==> src/rtl/core/dda_pkg.sv <==
package dda_pkg;

   localparam int DELTA_BITS    = 16;
   localparam int INTERVAL_BITS = 32;
   localparam int MS_BITS       = 9;
   localparam int MICROSTEP_MAX = 256;
   localparam int REQ_BITS      = 3;
   localparam int CSR_IDX_BITS  = 1;

   // scaled magnitude width and raw product width
   localparam int MAG_BITS  = DELTA_BITS + 7;
   localparam int ABS_BITS  = DELTA_BITS + 1;
   localparam int PROD_BITS = ABS_BITS + MS_BITS;
   localparam int ERR_BITS  = MAG_BITS + 1;

   typedef enum logic [REQ_BITS-1:0] {
      REQ_TICK   = 3'd0,
      REQ_START  = 3'd1,
      REQ_PAUSE  = 3'd2,
      REQ_RESUME = 3'd3,
      REQ_ABORT  = 3'd4
   } req_kind_type;

   typedef enum logic [CSR_IDX_BITS-1:0] {
      CSR_MICROSTEPS_A = 1'b0,
      CSR_MICROSTEPS_B = 1'b1
   } csr_index_type;

   // input word after magnitude scaling
   typedef struct packed {
      logic [REQ_BITS-1:0]      code;
      logic [MAG_BITS-1:0]      mag_a;
      logic [MAG_BITS-1:0]      mag_b;
      logic                     fwd_a;
      logic                     fwd_b;
      logic [INTERVAL_BITS-1:0] interval;
   } dda_scaled_type;

   typedef struct packed {
      logic step_a;
      logic dir_a;
      logic step_b;
      logic dir_b;
      logic busy_res;
      logic held;
      logic move_done;
      logic rejected;
   } dda_result_type;

endpackage

==> src/rtl/core/dda_req_if.sv <==
interface dda_req_if import dda_pkg::*; ();
   logic                            valid;
   logic                            ready;
   logic [REQ_BITS-1:0]             req_type;
   logic signed [DELTA_BITS-1:0]    delta_a;
   logic signed [DELTA_BITS-1:0]    delta_b;
   logic [INTERVAL_BITS-1:0]        step_interval;

   modport source (output valid, req_type, delta_a, delta_b, step_interval, input ready);
   modport sink   (input valid, req_type, delta_a, delta_b, step_interval, output ready);
endinterface

==> src/rtl/core/dda_rsp_if.sv <==
interface dda_rsp_if import dda_pkg::*; ();
   logic valid;
   logic ready;
   logic step_a;
   logic dir_a;
   logic step_b;
   logic dir_b;
   logic busy_res;
   logic held;
   logic move_done;
   logic rejected;

   modport source (output valid, step_a, dir_a, step_b, dir_b, busy_res, held, move_done,
                   rejected, input ready);
   modport sink   (input valid, step_a, dir_a, step_b, dir_b, busy_res, held, move_done,
                   rejected, output ready);
endinterface

==> src/rtl/core/dda_csr_if.sv <==
interface dda_csr_if import dda_pkg::*; ();
   logic                    valid;
   logic                    ready;
   logic [CSR_IDX_BITS-1:0] index;
   logic [MS_BITS-1:0]      wdata;

   modport source (output valid, index, wdata, input ready);
   modport sink   (input valid, index, wdata, output ready);
endinterface

==> src/rtl/core/dda_csr.sv <==
module dda_csr import dda_pkg::*; (
   input  logic               clock,
   input  logic               reset,
   dda_csr_if.sink            csr_ch,
   output logic [MS_BITS-1:0] ms_a,
   output logic [MS_BITS-1:0] ms_b
);

   logic [MS_BITS-1:0] ms_a_ff, ms_a_in;
   logic [MS_BITS-1:0] ms_b_ff, ms_b_in;

   assign csr_ch.ready = 1'b1;

   always_comb begin
      ms_a_in = ms_a_ff;
      ms_b_in = ms_b_ff;
      if (csr_ch.valid) begin
         unique case (csr_index_type'(csr_ch.index))
            CSR_MICROSTEPS_A: ms_a_in = csr_ch.wdata;
            CSR_MICROSTEPS_B: ms_b_in = csr_ch.wdata;
            default: ;
         endcase
      end
   end

   always_ff @(posedge clock) begin
      if (reset) begin
         ms_a_ff <= MS_BITS'(16);
         ms_b_ff <= MS_BITS'(16);
      end else begin
         ms_a_ff <= ms_a_in;
         ms_b_ff <= ms_b_in;
      end
   end

   assign ms_a = ms_a_ff;
   assign ms_b = ms_b_ff;

endmodule

==> src/rtl/core/dda_scale.sv <==
module dda_scale import dda_pkg::*; (
   input  logic               clock,
   input  logic               reset,
   dda_req_if.sink            req_ch,
   input  logic [MS_BITS-1:0] ms_a,
   input  logic [MS_BITS-1:0] ms_b,
   input  logic               take,
   output logic               s1_valid,
   output dda_scaled_type     s1
);

   logic           valid_ff, valid_in;
   dda_scaled_type word_ff, word_in;

   function automatic logic [MS_BITS-1:0] clamp_ms(input logic [MS_BITS-1:0] v);
      logic [MS_BITS-1:0] r;
      r = v;
      if (v == '0)
         r = MS_BITS'(1);
      else if (v > MS_BITS'(MICROSTEP_MAX))
         r = MS_BITS'(MICROSTEP_MAX);
      return r;
   endfunction

   // |delta| * microsteps, saturated to the magnitude width
   function automatic logic [MAG_BITS-1:0] scale_mag(input logic [DELTA_BITS-1:0] d,
                                                     input logic [MS_BITS-1:0] ms);
      logic [ABS_BITS-1:0]  ext;
      logic [ABS_BITS-1:0]  mag;
      logic [PROD_BITS-1:0] prod;
      logic [MAG_BITS-1:0]  r;
      ext  = {d[DELTA_BITS-1], d};
      mag  = ext[ABS_BITS-1] ? (~ext + ABS_BITS'(1)) : ext;
      prod = PROD_BITS'(mag) * PROD_BITS'(clamp_ms(ms));
      if (prod[PROD_BITS-1:MAG_BITS] != '0)
         r = '1;
      else
         r = prod[MAG_BITS-1:0];
      return r;
   endfunction

   assign req_ch.ready = !valid_ff || take;

   always_comb begin
      valid_in = valid_ff;
      word_in  = word_ff;
      if (req_ch.valid && req_ch.ready) begin
         valid_in         = 1'b1;
         word_in.code     = req_ch.req_type;
         word_in.mag_a    = scale_mag(req_ch.delta_a, ms_a);
         word_in.mag_b    = scale_mag(req_ch.delta_b, ms_b);
         word_in.fwd_a    = !req_ch.delta_a[DELTA_BITS-1];
         word_in.fwd_b    = !req_ch.delta_b[DELTA_BITS-1];
         word_in.interval = (req_ch.step_interval == '0) ? INTERVAL_BITS'(1)
                                                         : req_ch.step_interval;
      end else if (take) begin
         valid_in = 1'b0;
      end
   end

   always_ff @(posedge clock) begin
      if (reset) begin
         valid_ff <= 1'b0;
      end else begin
         valid_ff <= valid_in;
      end
   end

   always_ff @(posedge clock) begin
      word_ff <= word_in;
   end

   assign s1_valid = valid_ff;
   assign s1       = word_ff;

endmodule

==> src/rtl/core/dda_engine.sv <==
module dda_engine import dda_pkg::*; (
   input  logic           clock,
   input  logic           reset,
   input  logic           s1_valid,
   input  dda_scaled_type s1,
   output logic           take,
   dda_rsp_if.source      rsp_ch
);

   logic [MAG_BITS-1:0]      abs_a_ff, abs_a_in;
   logic [MAG_BITS-1:0]      abs_b_ff, abs_b_in;
   logic [MAG_BITS-1:0]      major_ff, major_in;
   logic [MAG_BITS-1:0]      index_ff, index_in;
   logic [ERR_BITS-1:0]      err_a_ff, err_a_in;
   logic [ERR_BITS-1:0]      err_b_ff, err_b_in;
   logic [1:0]               dir_ff, dir_in;
   logic [INTERVAL_BITS-1:0] interval_ff, interval_in;
   logic [INTERVAL_BITS-1:0] wait_ff, wait_in;
   logic                     busy_ff, busy_in;
   logic                     paused_ff, paused_in;
   logic                     rsp_valid_ff, rsp_valid_in;
   dda_result_type           rsp_ff, rsp_in;

   // one step of the line, from the stored state
   logic [ERR_BITS-1:0] sum_a, sum_b, it_err_a, it_err_b;
   logic [MAG_BITS-1:0] it_index;
   logic                it_step_a, it_step_b, it_done;

   // first step of a new move, straight from the scaled word
   logic [MAG_BITS-1:0] st_major;
   logic                st_step_a, st_step_b;

   logic step_a, step_b, done, rej;

   assign take = s1_valid && (!rsp_valid_ff || rsp_ch.ready);

   always_comb begin
      sum_a     = err_a_ff + ERR_BITS'(abs_a_ff);
      sum_b     = err_b_ff + ERR_BITS'(abs_b_ff);
      it_step_a = sum_a >= ERR_BITS'(major_ff);
      it_step_b = sum_b >= ERR_BITS'(major_ff);
      it_err_a  = it_step_a ? sum_a - ERR_BITS'(major_ff) : sum_a;
      it_err_b  = it_step_b ? sum_b - ERR_BITS'(major_ff) : sum_b;
      it_index  = index_ff + MAG_BITS'(1);
      it_done   = it_index >= major_ff;

      st_major  = (s1.mag_a >= s1.mag_b) ? s1.mag_a : s1.mag_b;
      // error starts at the axis magnitude, so only the major axis steps; on a tie both axes step
      st_step_a = s1.mag_a >= s1.mag_b;
      st_step_b = s1.mag_b >= s1.mag_a;
   end

   always_comb begin
      abs_a_in    = abs_a_ff;
      abs_b_in    = abs_b_ff;
      major_in    = major_ff;
      index_in    = index_ff;
      err_a_in    = err_a_ff;
      err_b_in    = err_b_ff;
      dir_in      = dir_ff;
      interval_in = interval_ff;
      wait_in     = wait_ff;
      busy_in     = busy_ff;
      paused_in   = paused_ff;
      step_a      = 1'b0;
      step_b      = 1'b0;
      done        = 1'b0;
      rej         = 1'b0;

      unique case (s1.code)
         REQ_START: begin
            if (busy_ff) begin
               rej = 1'b1;
            end else begin
               abs_a_in    = s1.mag_a;
               abs_b_in    = s1.mag_b;
               major_in    = st_major;
               dir_in      = {s1.fwd_b, s1.fwd_a};
               interval_in = s1.interval;
               if (st_major == '0) begin
                  index_in = '0;
                  err_a_in = '0;
                  err_b_in = '0;
                  wait_in  = '0;
                  done     = 1'b1;
               end else begin
                  step_a   = st_step_a;
                  step_b   = st_step_b;
                  err_a_in = st_step_a ? '0 : ERR_BITS'(s1.mag_a);
                  err_b_in = st_step_b ? '0 : ERR_BITS'(s1.mag_b);
                  index_in = MAG_BITS'(1);
                  wait_in  = s1.interval - INTERVAL_BITS'(1);
                  done     = st_major == MAG_BITS'(1);
                  busy_in  = !done;
               end
            end
         end
         REQ_PAUSE: begin
            if (busy_ff)
               paused_in = 1'b1;
         end
         REQ_RESUME, REQ_TICK: begin
            if (busy_ff && (s1.code == REQ_RESUME ? paused_ff : !paused_ff)) begin
               if (s1.code == REQ_TICK && wait_ff != '0) begin
                  wait_in = wait_ff - INTERVAL_BITS'(1);
               end else begin
                  paused_in = 1'b0;
                  step_a    = it_step_a;
                  step_b    = it_step_b;
                  err_a_in  = it_err_a;
                  err_b_in  = it_err_b;
                  index_in  = it_index;
                  wait_in   = interval_ff - INTERVAL_BITS'(1);
                  done      = it_done;
                  busy_in   = !it_done;
               end
            end
         end
         REQ_ABORT: begin
            if (busy_ff) begin
               busy_in   = 1'b0;
               paused_in = 1'b0;
               wait_in   = '0;
               done      = 1'b1;
            end
         end
         default: ;
      endcase

      rsp_in           = rsp_ff;
      rsp_valid_in     = rsp_valid_ff;
      if (take) begin
         rsp_valid_in     = 1'b1;
         rsp_in.step_a    = step_a;
         rsp_in.dir_a     = dir_in[0];
         rsp_in.step_b    = step_b;
         rsp_in.dir_b     = dir_in[1];
         rsp_in.busy_res  = busy_in;
         rsp_in.held      = paused_in;
         rsp_in.move_done = done;
         rsp_in.rejected  = rej;
      end else if (rsp_ch.ready) begin
         rsp_valid_in = 1'b0;
      end
   end

   always_ff @(posedge clock) begin
      if (reset) begin
         abs_a_ff     <= '0;
         abs_b_ff     <= '0;
         major_ff     <= '0;
         index_ff     <= '0;
         err_a_ff     <= '0;
         err_b_ff     <= '0;
         dir_ff       <= 2'b11;
         interval_ff  <= INTERVAL_BITS'(1);
         wait_ff      <= '0;
         busy_ff      <= 1'b0;
         paused_ff    <= 1'b0;
         rsp_valid_ff <= 1'b0;
      end else begin
         rsp_valid_ff <= rsp_valid_in;
         if (take) begin
            abs_a_ff    <= abs_a_in;
            abs_b_ff    <= abs_b_in;
            major_ff    <= major_in;
            index_ff    <= index_in;
            err_a_ff    <= err_a_in;
            err_b_ff    <= err_b_in;
            dir_ff      <= dir_in;
            interval_ff <= interval_in;
            wait_ff     <= wait_in;
            busy_ff     <= busy_in;
            paused_ff   <= paused_in;
         end
      end
   end

   always_ff @(posedge clock) begin
      rsp_ff <= rsp_in;
   end

   assign rsp_ch.valid     = rsp_valid_ff;
   assign rsp_ch.step_a    = rsp_ff.step_a;
   assign rsp_ch.dir_a     = rsp_ff.dir_a;
   assign rsp_ch.step_b    = rsp_ff.step_b;
   assign rsp_ch.dir_b     = rsp_ff.dir_b;
   assign rsp_ch.busy_res  = rsp_ff.busy_res;
   assign rsp_ch.held      = rsp_ff.held;
   assign rsp_ch.move_done = rsp_ff.move_done;
   assign rsp_ch.rejected  = rsp_ff.rejected;

endmodule

==> src/rtl/core/two_axis_dda_step_generator_unit.sv <==
// Two-axis line stepper. Every req word (tick, start, pause, resume, abort)
// gives exactly one rsp word with step pulses, directions and move status.
// Ticks are the time base and may arrive every clock; a move steps once per
// step_interval ticks, starting on the start or resume word itself.
// Throughput: one word per cycle while rsp is ready. A req word is registered
// first in the input stage (microstep multiply), then in the line engine, whose
// state loop (add, compare, subtract) closes combinationally between its registers.
// Microstep settings are written over the csr channel, which is always ready;
// write them only while no word is in flight. Both reset to 16.
// Reset (synchronous) empties both stages, drops any move and sets both
// directions forward.
// A stalled rsp holds its word; the input stage then holds one more word and
// req ready falls until the rsp side takes the waiting word.
module two_axis_dda_step_generator_unit import dda_pkg::*; (
   input  logic       clock,
   input  logic       reset,
   dda_req_if.sink    req_ch,
   dda_rsp_if.source  rsp_ch,
   dda_csr_if.sink    csr_ch
);

   logic [MS_BITS-1:0] ms_a, ms_b;
   logic               take;
   logic               s1_valid;
   dda_scaled_type     s1;

   dda_csr u_csr (
      .clock  (clock),
      .reset  (reset),
      .csr_ch (csr_ch),
      .ms_a   (ms_a),
      .ms_b   (ms_b)
   );

   dda_scale u_scale (
      .clock    (clock),
      .reset    (reset),
      .req_ch   (req_ch),
      .ms_a     (ms_a),
      .ms_b     (ms_b),
      .take     (take),
      .s1_valid (s1_valid),
      .s1       (s1)
   );

   dda_engine u_engine (
      .clock    (clock),
      .reset    (reset),
      .s1_valid (s1_valid),
      .s1       (s1),
      .take     (take),
      .rsp_ch   (rsp_ch)
   );

   a_reset_empty: assert property (@(posedge clock) reset |=> !rsp_ch.valid)
      else $error("rsp word valid straight after reset");

   a_done_idle: assert property (@(posedge clock) disable iff (reset)
      (rsp_ch.valid && rsp_ch.move_done) |-> !rsp_ch.busy_res)
      else $error("move reported done while still busy");

   a_held_busy: assert property (@(posedge clock) disable iff (reset)
      (rsp_ch.valid && rsp_ch.held) |-> rsp_ch.busy_res)
      else $error("held without a move in progress");

   a_step_in_move: assert property (@(posedge clock) disable iff (reset)
      (rsp_ch.valid && (rsp_ch.step_a || rsp_ch.step_b))
         |-> ((rsp_ch.busy_res && !rsp_ch.held) || rsp_ch.move_done))
      else $error("step pulse outside a running move");

   a_take_needs_slot: assert property (@(posedge clock) disable iff (reset)
      take |-> (s1_valid && (!rsp_ch.valid || rsp_ch.ready)))
      else $error("engine took a word with no free rsp slot");

endmodule
==> src/flat_wrapper.sv <==
// flat-port wrapper written by rule: the top's interface ports become plain ports
module two_axis_dda_step_generator_unit_flat import dda_pkg::*;
  (clock, reset, req_ch_valid, req_ch_req_type, req_ch_delta_a, req_ch_delta_b, req_ch_step_interval, req_ch_ready, rsp_ch_valid, rsp_ch_step_a, rsp_ch_dir_a, rsp_ch_step_b, rsp_ch_dir_b, rsp_ch_busy_res, rsp_ch_held, rsp_ch_move_done, rsp_ch_rejected, rsp_ch_ready, csr_ch_valid, csr_ch_index, csr_ch_wdata, csr_ch_ready);
  dda_req_if req_ch_i ();
  dda_rsp_if rsp_ch_i ();
  dda_csr_if csr_ch_i ();
  input  logic clock;
  input  logic reset;
  input wire logic [$bits(req_ch_i.valid)-1:0] req_ch_valid;
  input wire logic [$bits(req_ch_i.req_type)-1:0] req_ch_req_type;
  input wire logic [$bits(req_ch_i.delta_a)-1:0] req_ch_delta_a;
  input wire logic [$bits(req_ch_i.delta_b)-1:0] req_ch_delta_b;
  input wire logic [$bits(req_ch_i.step_interval)-1:0] req_ch_step_interval;
  output wire logic [$bits(req_ch_i.ready)-1:0] req_ch_ready;
  output wire logic [$bits(rsp_ch_i.valid)-1:0] rsp_ch_valid;
  output wire logic [$bits(rsp_ch_i.step_a)-1:0] rsp_ch_step_a;
  output wire logic [$bits(rsp_ch_i.dir_a)-1:0] rsp_ch_dir_a;
  output wire logic [$bits(rsp_ch_i.step_b)-1:0] rsp_ch_step_b;
  output wire logic [$bits(rsp_ch_i.dir_b)-1:0] rsp_ch_dir_b;
  output wire logic [$bits(rsp_ch_i.busy_res)-1:0] rsp_ch_busy_res;
  output wire logic [$bits(rsp_ch_i.held)-1:0] rsp_ch_held;
  output wire logic [$bits(rsp_ch_i.move_done)-1:0] rsp_ch_move_done;
  output wire logic [$bits(rsp_ch_i.rejected)-1:0] rsp_ch_rejected;
  input wire logic [$bits(rsp_ch_i.ready)-1:0] rsp_ch_ready;
  input wire logic [$bits(csr_ch_i.valid)-1:0] csr_ch_valid;
  input wire logic [$bits(csr_ch_i.index)-1:0] csr_ch_index;
  input wire logic [$bits(csr_ch_i.wdata)-1:0] csr_ch_wdata;
  output wire logic [$bits(csr_ch_i.ready)-1:0] csr_ch_ready;
  assign req_ch_i.valid = req_ch_valid;
  assign req_ch_i.req_type = req_ch_req_type;
  assign req_ch_i.delta_a = req_ch_delta_a;
  assign req_ch_i.delta_b = req_ch_delta_b;
  assign req_ch_i.step_interval = req_ch_step_interval;
  assign req_ch_ready = req_ch_i.ready;
  assign rsp_ch_valid = rsp_ch_i.valid;
  assign rsp_ch_step_a = rsp_ch_i.step_a;
  assign rsp_ch_dir_a = rsp_ch_i.dir_a;
  assign rsp_ch_step_b = rsp_ch_i.step_b;
  assign rsp_ch_dir_b = rsp_ch_i.dir_b;
  assign rsp_ch_busy_res = rsp_ch_i.busy_res;
  assign rsp_ch_held = rsp_ch_i.held;
  assign rsp_ch_move_done = rsp_ch_i.move_done;
  assign rsp_ch_rejected = rsp_ch_i.rejected;
  assign rsp_ch_i.ready = rsp_ch_ready;
  assign csr_ch_i.valid = csr_ch_valid;
  assign csr_ch_i.index = csr_ch_index;
  assign csr_ch_i.wdata = csr_ch_wdata;
  assign csr_ch_ready = csr_ch_i.ready;
  two_axis_dda_step_generator_unit u_core (.clock(clock), .reset(reset), .req_ch(req_ch_i), .rsp_ch(rsp_ch_i), .csr_ch(csr_ch_i));
endmodule
==> config.mk <==
export PLATFORM = sky130hd
export DESIGN_NAME = two_axis_dda_step_generator_unit_flat
export DESIGN_NICKNAME = d
export VERILOG_FILES = /design/src/rtl/core/dda_pkg.sv /design/src/rtl/core/dda_req_if.sv /design/src/rtl/core/dda_rsp_if.sv /design/src/rtl/core/dda_csr_if.sv /design/src/rtl/core/dda_csr.sv /design/src/rtl/core/dda_scale.sv /design/src/rtl/core/dda_engine.sv /design/src/rtl/core/two_axis_dda_step_generator_unit.sv /design/src/flat_wrapper.sv
export SDC_FILE = /design/constraint.sdc
export NUM_CORES = 2
export LEC_CHECK = 0
export BUFFER_PORTS_ARGS = -buffer_cell sky130_fd_sc_hd__buf_2
export CORE_MARGIN = 3
export CORE_UTILIZATION = 45
export CTS_BUF_LIST = sky130_fd_sc_hd__clkbuf_4 sky130_fd_sc_hd__clkbuf_8
export CTS_CLUSTER_DIAMETER = 150
export DETAILED_ROUTE_END_ITERATION = 12
export HOLD_SLACK_MARGIN = 0.08
export REMOVE_ABC_BUFFERS = 1
export SLEW_MARGIN = 20
export SYNTH_ARGS = -nofsm -noshare
export SYNTH_HDL_FRONTEND = slang
export SYNTH_SLANG_ARGS = --single-unit
export TNS_END_PERCENT = 5
==> constraint.sdc <==
create_clock -name clock -period 9.2 [get_ports clock]
set_clock_uncertainty 0.2 [all_clocks]
set_input_delay 1.84 -clock clock [delete_from_list [all_inputs] [get_ports clock]]
set_output_delay 1.84 -clock clock [all_outputs]
set_load 0.02 [all_outputs]
==> impl_metrics.yaml <==
sta:
  rsz0062_at_grt: "no"
  finalSetupTns_ps: 0
  max_freq_mhz: 118.2
  hold_viol: 0
  whs_ps: 256.8
  tightest_slew_ps: 1175
  relSlewSlack: 0.2161
  min_period_ps: 8464
  timing.final.crit_share: 0.9200
  final_max_slew_viol_count: 0
  setup_viol: 0
floorplanning:
  core_sq_um: 65160
  ios: 93
  initial_core_util: 0.4598
  rows: 93
  die_h_microns: 264.0
  dieArea_sq_um: 69710
  fp.dieW_microns: 264.0
setup_path:
  critPathKind: "in -> reg"
  cp.arrival_ps: 8650
  endpoint_kind: "flip-flop"
  critPathLaunchType: "input port"
  required_ps: 9390
  worst-path-max-fanout: 7
global_route:
  grt_max_degree: 74
  grt_util_all_layers: 0.2306
  antenna_found_initial: 3
  gr-total-overflow: 0
  grt_pass1_vias: 24350
  grt_pass1_wl_microns: 131600
synth:
  ys_ff_latch: 319
  synth.most_common_cell: "nand2_1"
  ys_seq_area_frac: 0.2436
  synthMuxAreaShare: 0.02280
  synth_edf_count: 91
  async_flop_share: 0
  yosysTopAreaCellShare: 0.1524
  synth_common_cells: "nand2_1, nor2_1, inv_1"
  avgSynthCellArea_sq_um: 8.280
  synth_area_leaders: "dfxtp_1, fa_1, ha_1, edfxtp_1, nand2_1"
  synth-xor-area-share: 0.07104
  syn_inst: 3618
  synth_ff_type: "dfxtp_1"
  synth_cell_type_count: 77
  synthAdderAreaFrac: 0.2425
  synth_top_family_by_area: "adder cells"
  ys_warn_count: 0
  syn-cell-area_sq_um: 29960
  synth_top_area_cell: "dfxtp_1"
  synth_compound_area_frac: 0.1567
  synth-simple-area-share: 0.1979
route:
  wl_microns: 81140
  drc_errors: 0
  via_per_inst: 5.504
  dr.pass1.iters: 5
  vias: 25060
  drt_iter0_drc: 1599
  routedWlPerCell_microns: 17.82
  drt.antenna.violating_nets: 0
power:
  swShare: 0.3626
  clockPowerShare: 0.313
  power_density_nw_per_um2: 150.9
  switching_power_mw: 1.783
  vdd_ir_drop_max_uv: 99.21
  seqPwrFrac: 0.326
  p_comb_frac: 0.360
  cellLeakagePower_nw: 14.55
  intPower_mw: 3.134
placement:
  dp_hpwl_microns: 60770
  routabilityCongestion: 0.8869
  numPortBuffers: 91
finish:
  final_nets: 4181
  syn_to_final_growth_pct: 8.745
  drive_gt1_frac: 0.07792
  fill_cells: 6416
clock_network:
  cts_root_buf: "clkbuf_8"
  cts_buffers: 58
  path_clk_slew_ps: 60
  cts.path.max_buffers: 3
  htree_levels: 2
  cts_setup_buffers: 0
  insertion_delay_ps: 700
  ctsResizeCount: 0
  cts_tree: "done"
  hold_buffers: 0
  cts.sinks: 319
job:
  cap_violations: 0
min_path:
  hp-class: "reg -> reg"
run_status:
  status: "complete, no violations"
[per-layer routing]
metal | global-route usage | routed length [microns] | part of all wire | vias up
met5 | 0 | 0 | 0 | -
met4 | 0.06595 | 2240 | 0.028 | 0
met3 | 0.02561 | 3677 | 0.045 | 133
met2 | 0.3838 | 38000 | 0.47 | 543
met1 | 0.3174 | 37220 | 0.46 | 11980
li1 | - | - | - | 12410
[power by group through the flow]
stage	clock network, mW	registers [mW]	logic, mW
6_report	1.54	1.60	1.77
5_1_grt	1.65	1.61	2.02
4_1_cts	1.58	1.60	1.78
3_5_place_dp	0	1.63	1.77
3_3_place_gp	0	1.63	1.76
2_1_floorplan	0	1.59	1.33
[final timing paths]
| path | start | to | slack (ps) | cells after the start |
|---|---|---|---|---|
| min | u_core.u_engine.index_ff[10]$_SDFFE_PP0P_ | u_core.u_engine.index_ff[10]$_SDFFE_PP0P_ | 260 | 2 |
| max reg2reg | u_core.u_csr.ms_a[6]$_SDFFE_PP0P_ | u_core.u_scale.s1[58]$_SDFFCE_PP1P_ | 2480 | 24 |
| min reg2reg | u_core.u_engine.index_ff[10]$_SDFFE_PP0P_ | u_core.u_engine.index_ff[10]$_SDFFE_PP0P_ | 260 | 2 |
| max | req_ch_delta_a[0] | u_core.u_scale.s1[58]$_SDFFCE_PP1P_ | 740 | 28 |
[cells in the final DEF (no fill, tap or decap), types with 90 or more instances in the layout]
cell,instances
nand2_1,458
edfxtp_1,91
nor2_1,350
a21oi_1,272
fa_1,216
o21ai_0,115
ha_1,235
xor2_1,100
dfxtp_1,228
xnor2_1,143
inv_1,326
buf_2,90
[critical path: stages]
cell and delay [ps]:
buf_2 160, inv_1 90, ha_1 160, nand2b_1 70, or4_1 490, or3_1 400, o21ai_0 340, xnor2_1 260
nand2_1 130, fa_1 520, inv_1 50, fa_1 480, fa_1 550, inv_1 50, fa_1 480, inv_1 50
ha_1 320, a21o_1 180, a21o_1 200, a21o_1 180, o21a_1 100, o31a_1 120, o311ai_1 420, a211o_1 190
nand3_1 80, a221oi_2 230, nand2_1 200, or2_2 310
[sequential cells by signal (all words and copies together) (netlist names), 2 cells and up]
| register | cells |
|---|---|
| u_core.u_csr.ms_a | 9 |
| u_core.u_csr.ms_b | 9 |
| u_core.u_engine.abs_a_ff | 23 |
| u_core.u_engine.abs_b_ff | 23 |
| u_core.u_engine.dir_ff | 2 |
| u_core.u_engine.err_a_ff | 24 |
| u_core.u_engine.err_b_ff | 24 |
| u_core.u_engine.index_ff | 23 |
| u_core.u_engine.interval_ff | 32 |
| u_core.u_engine.major_ff | 23 |
| u_core.u_engine.wait_ff | 32 |
| u_core.u_scale.s1 | 83 |
[logic make-up after synthesis]
group           Yosys count
mux                      68
flops                   319
buf+inv                 510
other cells               2
xor+xnor                243
simple gates           1281
compound gates          744
fa+ha+maj               451
[per-stage QoR]
step           cell area (sq um)  utilization  instances  total power [mW]  worst slack, ps
2_1_floorplan              29290            -       3451             2.921            64.20
3_3_place_gp               31220       0.4791       4442             3.395            194.3
3_5_place_dp               31220       0.4791       4442             3.400            69.23
4_1_cts                    32560       0.4997       4550             4.961            767.8
5_1_grt                    32580       0.5000       4553             5.272            383.6
6_report                   32580       0.5000       4553             4.917            736.4
[cell type report]
class	instances	area, sq um	area share
Antenna cell	2	5.005	0.0001536
Clock buffer	91	1115	0.03422
Clock inverter	17	221.5	0.006798
Inverter	326	1224	0.03756
Multi-Input combinational cell	2806	20830	0.6394
Sequential cell	319	7297	0.2240
Tap cell	855	1070	0.03284
Timing Repair Buffer	137	817.0	0.02508
(Power assumes the default switching activity.)
